## config.mk

```make
export PLATFORM = sky130hd
export DESIGN_NAME = dedup_bounded_fifo
export DESIGN_NICKNAME = d
export VERILOG_FILES = /design/src/hw/rtl/dbf_pkg.sv /design/src/hw/rtl/dbf_cell.sv /design/src/hw/rtl/dedup_bounded_fifo.sv
export VERILOG_INCLUDE_DIRS = /design/src /design/src/hw/rtl
export SDC_FILE = /design/constraint.sdc
export NUM_CORES = 1
export LEC_CHECK = 0
export BUFFER_PORTS_ARGS = -buffer_cell sky130_fd_sc_hd__clkbuf_2
export CAP_MARGIN = 20
export CORE_ASPECT_RATIO = 1.2
export CORE_UTILIZATION = 50
export CTS_BUF_LIST = sky130_fd_sc_hd__clkbuf_16
export DETAILED_ROUTE_END_ITERATION = 8
export PLACE_DENSITY = 0.66
export SYNTH_ARGS = -nofsm -noshare
export SYNTH_HDL_FRONTEND = slang
export SYNTH_SLANG_ARGS = --single-unit
```

## constraint.sdc

```tcl
create_clock -name clock -period 4.2 [get_ports clock]
set_input_delay 0.84 -clock clock [delete_from_list [all_inputs] [get_ports clock]]
set_output_delay 0.84 -clock clock [all_outputs]
set_load 0.05 [all_outputs]
```

## src/hw/rtl/dedup_bounded_fifo_defines.svh

```systemverilog
// ----------------------------------------------------------------------------
// dedup bounded fifo assertion macros
// shared concurrent assertion forms for the dedup bounded fifo
// ----------------------------------------------------------------------------
`ifndef DEDUP_BOUNDED_FIFO_DEFINES_SVH
`define DEDUP_BOUNDED_FIFO_DEFINES_SVH

// same-cycle implication, checked out of reset
`define DBF_ASSERT_NOW(label, clk, rst, ante, cons) \
   label: assert property (@(posedge clk) disable iff (rst) (ante) |-> (cons)) \
      else $error("dedup bounded fifo check failed");

// next-cycle implication, checked out of reset
`define DBF_ASSERT_NEXT(label, clk, rst, ante, cons) \
   label: assert property (@(posedge clk) disable iff (rst) (ante) |=> (cons)) \
      else $error("dedup bounded fifo check failed");

`endif

```

## src/hw/rtl/dbf_pkg.sv

```systemverilog
// ----------------------------------------------------------------------------
// dedup bounded fifo package
// payload types, status codes and defaults shared by the fifo modules
// ----------------------------------------------------------------------------
package dbf_pkg;

   localparam int ID_W        = 16;
   localparam int STATUS_W    = 3;
   localparam int OCC_W       = 5;
   localparam int CAP_W       = 5;
   localparam int DEPTH_DFLT  = 16;

   localparam logic [CAP_W-1:0] CAP_RESET = 5'd16;

   localparam logic KIND_PUSH = 1'b0;
   localparam logic KIND_POP  = 1'b1;

   localparam logic [STATUS_W-1:0] ST_OK    = 3'd0;
   localparam logic [STATUS_W-1:0] ST_NULL  = 3'd1;
   localparam logic [STATUS_W-1:0] ST_FULL  = 3'd2;
   localparam logic [STATUS_W-1:0] ST_DUP   = 3'd3;
   localparam logic [STATUS_W-1:0] ST_EMPTY = 3'd4;

   typedef struct packed {
      logic            kind;
      logic [ID_W-1:0] item_id;
   } req_type;

   typedef struct packed {
      logic [STATUS_W-1:0] status;
      logic [ID_W-1:0]     item_out;
      logic [OCC_W-1:0]    occupancy;
   } rsp_type;

   // per-cell control from the queue controller
   typedef struct packed {
      logic shift;
      logic load;
   } cell_ctl_type;

endpackage

```

## src/hw/rtl/dbf_cell.sv

```systemverilog
// ----------------------------------------------------------------------------
// dedup bounded fifo cell
// one queue entry: takes its neighbor's id on a pop, loads on a push, and
// compares its id against the probe
// ----------------------------------------------------------------------------
module dbf_cell (
   input  logic                     clock,
   input  dbf_pkg::cell_ctl_type    ctl,
   input  logic [dbf_pkg::ID_W-1:0] load_id,
   input  logic [dbf_pkg::ID_W-1:0] next_id,
   input  logic [dbf_pkg::ID_W-1:0] probe_id,
   output logic [dbf_pkg::ID_W-1:0] id_out,
   output logic                     match
);

   logic [dbf_pkg::ID_W-1:0] id_ff;
   logic [dbf_pkg::ID_W-1:0] id_in;

   always_comb begin
      priority if (ctl.shift) begin
         id_in = next_id;
      end else if (ctl.load) begin
         id_in = load_id;
      end else begin
         id_in = id_ff;
      end
   end

   always_ff @(posedge clock) begin
      id_ff <= id_in;
   end

   assign id_out = id_ff;
   assign match  = (id_ff == probe_id);

endmodule

```

## src/hw/rtl/dedup_bounded_fifo.sv

```systemverilog
// ----------------------------------------------------------------------------
// dedup bounded fifo
// fifo of item ids with a settable capacity that refuses null, full and
// duplicate pushes
// ----------------------------------------------------------------------------
// usage:
//   req_* carries one transaction: kind (push or pop) and item_id. every
//   transaction yields exactly one rsp_* transaction with status, the popped
//   id (zero on push or empty) and the occupancy after the operation.
//   csr_* writes the capacity register (5 bits); csr_ready is always high.
//   write it only while no transaction is in flight.
// pipeline and throughput:
//   a transaction is registered into the request register on acceptance and
//   executed once the response register can take it; its response is then
//   registered. one transaction per cycle is sustained while rsp_stall is
//   low; the duplicate check compares every held cell in the execute cycle.
// reset:
//   synchronous, clears occupancy and sets capacity to 16. cell contents are
//   not cleared; only cells below the occupancy count are ever used.
// stall:
//   while rsp_stall holds a pending response, execution waits and req_stall
//   rises once the request register is full; nothing is dropped.
// ----------------------------------------------------------------------------
module dedup_bounded_fifo #(
   parameter int DEPTH = dbf_pkg::DEPTH_DFLT
) (
   input  logic                      clock,
   input  logic                      reset,
   input  logic                      req_valid,
   output logic                      req_stall,
   input  dbf_pkg::req_type          req_payload,
   output logic                      rsp_valid,
   input  logic                      rsp_stall,
   output dbf_pkg::rsp_type          rsp_payload,
   input  logic                      csr_valid,
   output logic                      csr_ready,
   input  logic [dbf_pkg::CAP_W-1:0] csr_data
);

   localparam int CW = $clog2(DEPTH + 1);
   localparam int XW = CW + dbf_pkg::CAP_W;

   logic                      busy_ff, busy_in;
   dbf_pkg::req_type          req_ff, req_in;
   logic                      rsp_valid_ff, rsp_valid_in;
   dbf_pkg::rsp_type          rsp_ff, rsp_in;
   logic [CW-1:0]             count_ff, count_in;
   logic [dbf_pkg::CAP_W-1:0] cap_ff, cap_in;

   logic                      exec;
   logic                      accept;
   logic [XW-1:0]             cap_x;
   logic [XW-1:0]             cap_eff;
   logic                      full;
   logic                      dup;
   logic                      do_push;
   logic                      do_pop;

   dbf_pkg::cell_ctl_type     cell_ctl [DEPTH];
   logic [dbf_pkg::ID_W-1:0]  cell_id  [DEPTH];
   logic [DEPTH-1:0]          cell_match;
   logic [DEPTH-1:0]          held_mask;

   // execute when a request is held and the response register can take it
   assign exec      = busy_ff && !(rsp_valid_ff && rsp_stall);
   assign req_stall = busy_ff && !exec;
   assign accept    = req_valid && !req_stall;
   assign csr_ready = 1'b1;

   assign cap_x   = XW'(cap_ff);
   assign cap_eff = (cap_x > XW'(DEPTH)) ? XW'(DEPTH) : cap_x;
   assign full    = (XW'(count_ff) >= cap_eff);
   assign dup     = |(cell_match & held_mask);

   assign do_push = exec && (req_ff.kind == dbf_pkg::KIND_PUSH)
                    && (req_ff.item_id != '0) && !full && !dup;
   assign do_pop  = exec && (req_ff.kind == dbf_pkg::KIND_POP) && (count_ff != '0);

   // chain of cells, oldest entry in cell zero
   for (genvar i = 0; i < DEPTH; i++) begin : g_cell
      logic [dbf_pkg::ID_W-1:0] next_id;

      if (i == DEPTH - 1) begin : g_tail
         assign next_id = '0;
      end else begin : g_mid
         assign next_id = cell_id[i+1];
      end

      assign held_mask[i]      = (CW'(i) < count_ff);
      assign cell_ctl[i].shift = do_pop;
      assign cell_ctl[i].load  = do_push && (CW'(i) == count_ff);

      dbf_cell u_cell (
         .clock    (clock),
         .ctl      (cell_ctl[i]),
         .load_id  (req_ff.item_id),
         .next_id  (next_id),
         .probe_id (req_ff.item_id),
         .id_out   (cell_id[i]),
         .match    (cell_match[i])
      );
   end

   always_comb begin
      count_in = count_ff;
      if (do_push) begin
         count_in = count_ff + CW'(1);
      end else if (do_pop) begin
         count_in = count_ff - CW'(1);
      end
   end

   always_comb begin
      rsp_in.item_out  = '0;
      rsp_in.occupancy = dbf_pkg::OCC_W'(count_in);
      if (req_ff.kind == dbf_pkg::KIND_PUSH) begin
         priority if (req_ff.item_id == '0) begin
            rsp_in.status = dbf_pkg::ST_NULL;
         end else if (full) begin
            rsp_in.status = dbf_pkg::ST_FULL;
         end else if (dup) begin
            rsp_in.status = dbf_pkg::ST_DUP;
         end else begin
            rsp_in.status = dbf_pkg::ST_OK;
         end
      end else begin
         if (count_ff == '0) begin
            rsp_in.status = dbf_pkg::ST_EMPTY;
         end else begin
            rsp_in.status   = dbf_pkg::ST_OK;
            rsp_in.item_out = cell_id[0];
         end
      end
   end

   always_comb begin
      busy_in = busy_ff;
      req_in  = req_ff;
      if (accept) begin
         busy_in = 1'b1;
         req_in  = req_payload;
      end else if (exec) begin
         busy_in = 1'b0;
      end

      rsp_valid_in = rsp_valid_ff;
      if (exec) begin
         rsp_valid_in = 1'b1;
      end else if (!rsp_stall) begin
         rsp_valid_in = 1'b0;
      end

      cap_in = cap_ff;
      if (csr_valid && csr_ready) begin
         cap_in = csr_data;
      end
   end

   always_ff @(posedge clock) begin
      if (reset) begin
         busy_ff      <= 1'b0;
         rsp_valid_ff <= 1'b0;
         count_ff     <= '0;
         cap_ff       <= dbf_pkg::CAP_RESET;
      end else begin
         busy_ff      <= busy_in;
         rsp_valid_ff <= rsp_valid_in;
         count_ff     <= count_in;
         cap_ff       <= cap_in;
      end
   end

   always_ff @(posedge clock) begin
      req_ff <= req_in;
      if (exec) begin
         rsp_ff <= rsp_in;
      end
   end

   assign rsp_valid   = rsp_valid_ff;
   assign rsp_payload = rsp_ff;

   // assertions

`include "dedup_bounded_fifo_defines.svh"

   `DBF_ASSERT_NOW(a_count_bound, clock, reset, 1'b1, (XW'(count_ff) <= XW'(DEPTH)))
   `DBF_ASSERT_NEXT(a_pop_drains, clock, reset, do_pop, (count_ff == $past(count_ff) - CW'(1)))
   `DBF_ASSERT_NOW(a_empty_occ, clock, reset,
      (rsp_valid_ff && (rsp_ff.status == dbf_pkg::ST_EMPTY)), (rsp_ff.occupancy == '0))
   `DBF_ASSERT_NOW(a_one_op, clock, reset, 1'b1, !(do_push && do_pop))

endmodule
```

* Yosys cells after proc, flatten, opt, wreduce, memory -nomap -nowiden
Index checks and enable logic that the tools add are counted.
** Storage, ports and cells
- Output and inout bits :: 27
- Logic and storage cells :: 174
- Input bits :: 27
- Bits in registers :: 309
** Cells by class
- Eq/ne operators :: 32
- Mux-type cells :: 42
- Order comparisons :: 18
- Reduce and logical (&&, ||, !) cells :: 53
- Bitwise logic cells :: 2
- Add/sub/neg operators :: 2
** Operators with widths (number)
- 16-bit 2-to-1 mux :: 30
- 16-bit equality test :: 16
- 4-bit by 5-bit equality test with 1-bit output, first input constant :: 8
- 4-bit by 5-bit less-than comparator with 1-bit output, first input constant :: 8
- 2-bit nonzero test :: 16
- 1-bit logical AND :: 26
- 3-bit by 5-bit equality test with 1-bit output, first input constant :: 4
- 3-bit by 5-bit less-than comparator with 1-bit output, first input constant :: 4
- 16-bit bitwise AND :: 1
- 16-bit zero test :: 1
- 16-bit nonzero test :: 1
- 16-bit OR reduction :: 1
- 5-bit 2-to-1 mux :: 3
- 2-bit by 5-bit equality test with 1-bit output, first input constant :: 2
- 1-bit by 5-bit less-than comparator with 1-bit output, first input constant :: 2
- 2-bit by 5-bit less-than comparator with 1-bit output, first input constant :: 2
- 2-bit 2-to-1 mux :: 3
- 3-bit 2-to-1 mux :: 2
- 5-bit by 1-bit adder with 5-bit output, second input constant :: 1
- 1-bit by 5-bit equality test with 1-bit output, first input constant :: 1
- 5-bit greater-or-equal comparator :: 1
- 5-bit > comparator, second input constant :: 1
- 1-bit zero test :: 5
- 5-bit zero test :: 1
- other kinds (6) :: 9

* Logic depth before layout (Yosys ltp)
- Depth in word-level cells :: 10
- Gate-level depth with buffers :: 11
- Gate-level depth less buffers :: 10

* Hierarchy
From an unflattened synthesis, not the netlist that was laid out.
** Second synthesis, totals
- Cell total of the unflattened synthesis :: 1124
- Area total of the unflattened synthesis :: 17185.2 um^2
** Modules (own cells, without submodules)
- dbf_cell :: times used 16, sequential area each 480.5 um^2, cells each 56, area each 909.6 um^2
- dedup_bounded_fifo :: times used 1, sequential area each 1471.4 um^2, cells each 228, area each 2631.3 um^2

* Least setup slack after synthesis
Ideal clock, no wire load.
- Kind :: reg-to-reg
- From :: reg count_ff[0]
- To :: reg g_cell[10].u_cell.id_ff, in the netlist g_cell[10].u_cell.id_out[0] (enable)
- Arrival :: 3424 ps
- Cell stages (with the launch flop) :: 11
- Path slack :: 361 ps
- Buffers on the path :: 0
- Cells stage by stage :: dfxtp_1 > inv_2 > ha_1 > nand2b_1 > a21o_1 > a21o_1 > a21o_1 > a21o_1 > nor3_2 > nand2_1 > o31ai_1
** On the way
- Cells in the longest elaborated chain, start to end :: 7
- Elaborated cells on any way between the ends :: 28
- Those cells by class :: order compare (17); eq/ne (1); bitwise (1); reduce/logical (9)
** Ends and longest elaborated chain
- start: declaration :: RTL line dedup_bounded_fifo.sv:47 : logic [CW-1:0] count_ff, count_in;
- start signal: assignment :: RTL line dedup_bounded_fifo.sv:168 : count_ff <= count_in;
- 1-bit by 5-bit less-than comparator with 1-bit output, or another cell as far along :: RTL line dedup_bounded_fifo.sv:89 : assign held_mask[i] = (CW'(i) < count_ff);
- 16-bit bitwise AND :: RTL line dedup_bounded_fifo.sv:73 : assign dup = |(cell_match & held_mask);
- 16-bit OR reduction :: RTL line dedup_bounded_fifo.sv:73
- 1-bit zero test :: RTL line dedup_bounded_fifo.sv:76 : && (req_ff.item_id != '0) && !full && !dup;
- 1-bit logical AND :: RTL line dedup_bounded_fifo.sv:76
- 1-bit logical AND :: RTL line dedup_bounded_fifo.sv:91 : assign cell_ctl[i].load = do_push && (CW'(i) == count_ff);
- 2-bit nonzero test (no line) *
- end signal: assignment :: RTL line dbf_cell.sv:30 : id_ff <= id_in;
- end: declaration :: RTL line dbf_cell.sv:16 : logic [dbf_pkg::ID_W-1:0] id_ff;
Mark *: on every way between the ends. The rest lies on a longest branch, timed or not.
A chain may end at the register's enable or synchronous reset.

* Worst setup path after layout
- From :: reg count_ff[1]
- To :: reg g_cell[5].u_cell.id_ff, in the netlist g_cell[5].u_cell.id_out[7] (data pin)
** On the way
- Cells in the longest elaborated chain, start to end :: 3
** Ends and longest elaborated chain
- 5-bit nonzero test :: RTL line dedup_bounded_fifo.sv:77 : assign do_pop = exec && (req_ff.kind == dbf_pkg::KIND_POP) && (count_ff != '0);
- 1-bit logical AND :: RTL line dedup_bounded_fifo.sv:77
- 16-bit 2-to-1 mux :: RTL line dbf_cell.sv:20 : priority if (ctl.shift) begin
- named net g_cell[5].u_cell.id_in (one bit) :: RTL line dbf_cell.sv:17 : logic [dbf_pkg::ID_W-1:0] id_in;
- end signal: assignment :: RTL line dbf_cell.sv:30
- end: declaration :: RTL line dbf_cell.sv:16
The timed path passes the listed nets, and every way through them passes these cells.

==> qor.yml <==
cts:
  ctsResizeCount: 0
  cts_stage_hold_buffer_count: 0
  numCtsBuffers: 34
  htree_num_levels: 2
  root_buffer_selected_by_cts: "clkbuf_16"
  tritoncts: "yes"
  number_of_sinks_driven_by_the_clock_tree: 309
  postCtsSetupBuffers: 0
  clock_tree.buffer_depth: 3
  clkSlewWorstSetupHoldPaths_ns: 0.06
  clock_latency_ns: 0.53
sta:
  fin_skew_ns: 0.02337
  finalSetupViolations: 0
  timing.final.hold_violations: 0
  fmax_mhz: 258.4
  slew_headroom_pct: 36.87
  maxSlewViolCount: 0
  layout_min_cycle_time_ns: 3.870
  tns_ns: 0
  layout_worst_path_cycle_share_pct: 92.15
  grt_setup_unrepaired: "false"
  slew_at_the_pin_with_the_worst_max_slew_slack_ns: 0.9446
floorplanning:
  die-width_um: 163.1
  std_cell_rows: 70
  initial_core_util_pct: 50.96
  floorplan.die_area_um2: 31860
  top_level_i_o_count: 54
  die_height_um: 195.3
  coreArea_um2: 30570
place:
  portBuffers: 52
  place_inst: 1700
  hpwl_um: 29370
  gpl.final_weighted_congestion: 0.9159
critical_path:
  crit_path_max_incr_delay_ns: 0.94
  path_max_fanout: 18
  worst_path_cell_chain: "inv_1 > ha_1 > nand2_1 > and2_1 > nand2_1 > nand2_1 > nand2_1"
  worstPathBufferInverterCount: 1
  timing.critical_path.to_type: "flip-flop"
  crit_family: "simple AND/OR/NAND/NOR gates"
  start_kind: "flip-flop"
  timing.critical_path.arrival_ns: 4.09
  crit_path_top_delay_cell: "nand2_1"
  timing.setup.critical_path_class: "flip-flop to flip-flop"
  crit_path_frequent_cell: "nand2_1"
  timing.critical_path.required_ns: 4.42
synthesis:
  mappedNetlistArea_um2: 15580
  syn-instance-count: 1283
  synth.most_common_cell: "edfxtp_1"
  number_of_enable_flip_flop_cells_after_synthesis: 281
  synthesis.area_per_instance_um2: 12.14
  ys_top_cells_by_area: "edfxtp_1 54%, xor2_1 13%, a21o_1 8.1%, nand2_1 4.7%, dfxtp_1 3.6%"
  yosysWarnings: 0
  netlist-cell-type-count: 53
  synth.cells.most_frequent: "281 x edfxtp_1, 233 x xor2_1, 194 x nand2_1"
  synthArstFlopShare_pct: 0
  yosys.area.top_type_share_pct: 54.17
  syn_nets: 1320
  synth_sequential_area_ratio_pct: 57.77
  yosys.area.top_type: "edfxtp_1"
  yosys_register_bits: 309
  yosys_most_used_dff: "edfxtp_1"
pwr:
  total_leakage_power_nw: 7.408
  total_power_mw: 7.361
  ir_drop_mv: 0.2831
  power_density_nw_per_um2: 421.9
route:
  drt-pass1-iter-count: 7
  avgRoutedWirePerCell_um: 25.32
  ant_nets: 0
  drt_iter0_markers: 1173
  final_routed_wirelength_across_all_metal_layers_um: 44590
  via_per_inst: 6.001
  num_vias: 10570
  drt_drc_violations_left: 0
global_routing:
  grt_first_pass_wirelength_um: 66880
  grt_antenna_before_repair: 0
  pin_count_of_the_biggest_net_entering_global_routing: 95
  grt.total_usage_pct: 28.82
  gr-total-overflow: 0
  vias_in_the_first_global_route: 10600
layout:
  final_layout_size_suffix_gt1_share_pct: 13.48
  n_antenna_cell: 0
  finish.net_count: 1377
  areaGrowthSynthToFinish_pct: 12.02
  layout.cells.non_filler: 1761
flow_run:
  maxCapViolCount: 0
outcome:
  outcome: "finished, final reports clean"
min_path:
  worst_hold_path_type: "input port to flip-flop"
[logic make-up after synthesis]
family                   synth area share [%]
buffers and inverters                   4.225
other                                 0.02408
XOR/XNOR                                14.56
AO/OA/AOI/OAI                           10.29
AND/OR/NAND/NOR                         10.82
flip-flops                              57.77
multiplexers                            1.502
adder cells (fa/ha/maj)                0.8033
[power breakdown]
part	total (mW)	switching [mW]	leakage, nW	internal [mW]
combinational	0.825	0.546	4.04	0.279
sequential	3.57	0.0764	2.79	3.50
clock	2.96	1.22	0.578	1.74
[worst paths after layout]
| check | start | to | slack [ns] | cells after the start |
|---|---|---|---|---|
| min | req_payload[8] | req_ff[8] | 0.49 | 1 |
| min reg2reg | busy_ff | rsp_valid | 0.49 | 2 |
| max reg2reg | count_ff[1] | g_cell[5].u_cell.id_out[7] | 0.33 | 7 |
| max | count_ff[1] | g_cell[5].u_cell.id_out[7] | 0.33 | 7 |
[per-layer routing]
metal,track usage (%),vias to the layer above,wire length (um),part of all wire (%)
met5,0,-,0,0
met4,13.29,0,2131,4.8
met3,4.800,129,3428,7.7
met2,46.65,532,21170,47
met1,37.73,5235,17860,40
li1,-,4672,-,-
[worst register-to-register path, cell delays in order (launching register included)]
cell and delay (ns):
dfxtp_1 0.69, inv_1 0.22, ha_1 0.33, nand2_1 0.40, and2_1 0.26, nand2_1 0.58
nand2_1 0.95, nand2_1 0.16
[state kept, by name, indices dropped and copies added (netlist names)]
signal / cells
g_cell.u_cell.id_out: 256
rsp_payload: 24
req_ff: 17
cap_ff: 5
count_ff: 5
busy_ff: 1
rsp_valid: 1
[cell usage in the layout, fill, tap and decap left out, drive strengths merged, types with 2 or more instances in the layout]
cell	Yosys	layout
edfxtp	281	281
xor2	233	233
nand2	194	194
a21o	169	169
clkbuf	50	90
nor4	60	60
buf	41	60
inv	19	29
dfxtp	28	28
nor2	28	28
xnor2	26	26
mux2i	20	20
and3	19	19
nand4	14	14
nand3	11	11
nor3	11	11
ha	10	10
clkinv	0	10
a21oi	8	8
o31ai	8	8
o21ai	8	8
o22ai	5	5
nor2b	5	5
a41o	4	4
a211oi	3	3
or4	3	3
and2	3	3
mux2	3	3
and4	2	2
or3	2	2
o21a	2	2
a31oi	2	2
o32ai	2	2
bufinv	0	2
[through the flow]
step	utilization (%)	hold slack (ns)	worst slack, ns	area, um^2
final	57.09	0.4879	0.3295	17450
after CTS	57.09	0.4718	0.3820	17450
after detailed placement	53.48	0.4871	0.3879	16350
after floorplan	-	0.4507	0.3612	15580
after global routing	57.09	0.4766	0.1190	17450
after global placement	53.48	0.4685	0.4044	16350
[final cells by class]
cell class | count | area (um^2)
Fill cell | 2535 | 13120
Sequential cell | 309 | 8999
Multi-Input combinational cell | 864 | 5959
Clock buffer | 38 | 950.9
Timing Repair Buffer | 112 | 823.3
Tap cell | 396 | 495.5
Clock inverter | 23 | 150.1
Inverter | 19 | 71.32
Note: power is estimated with default switching activity, not from simulation.
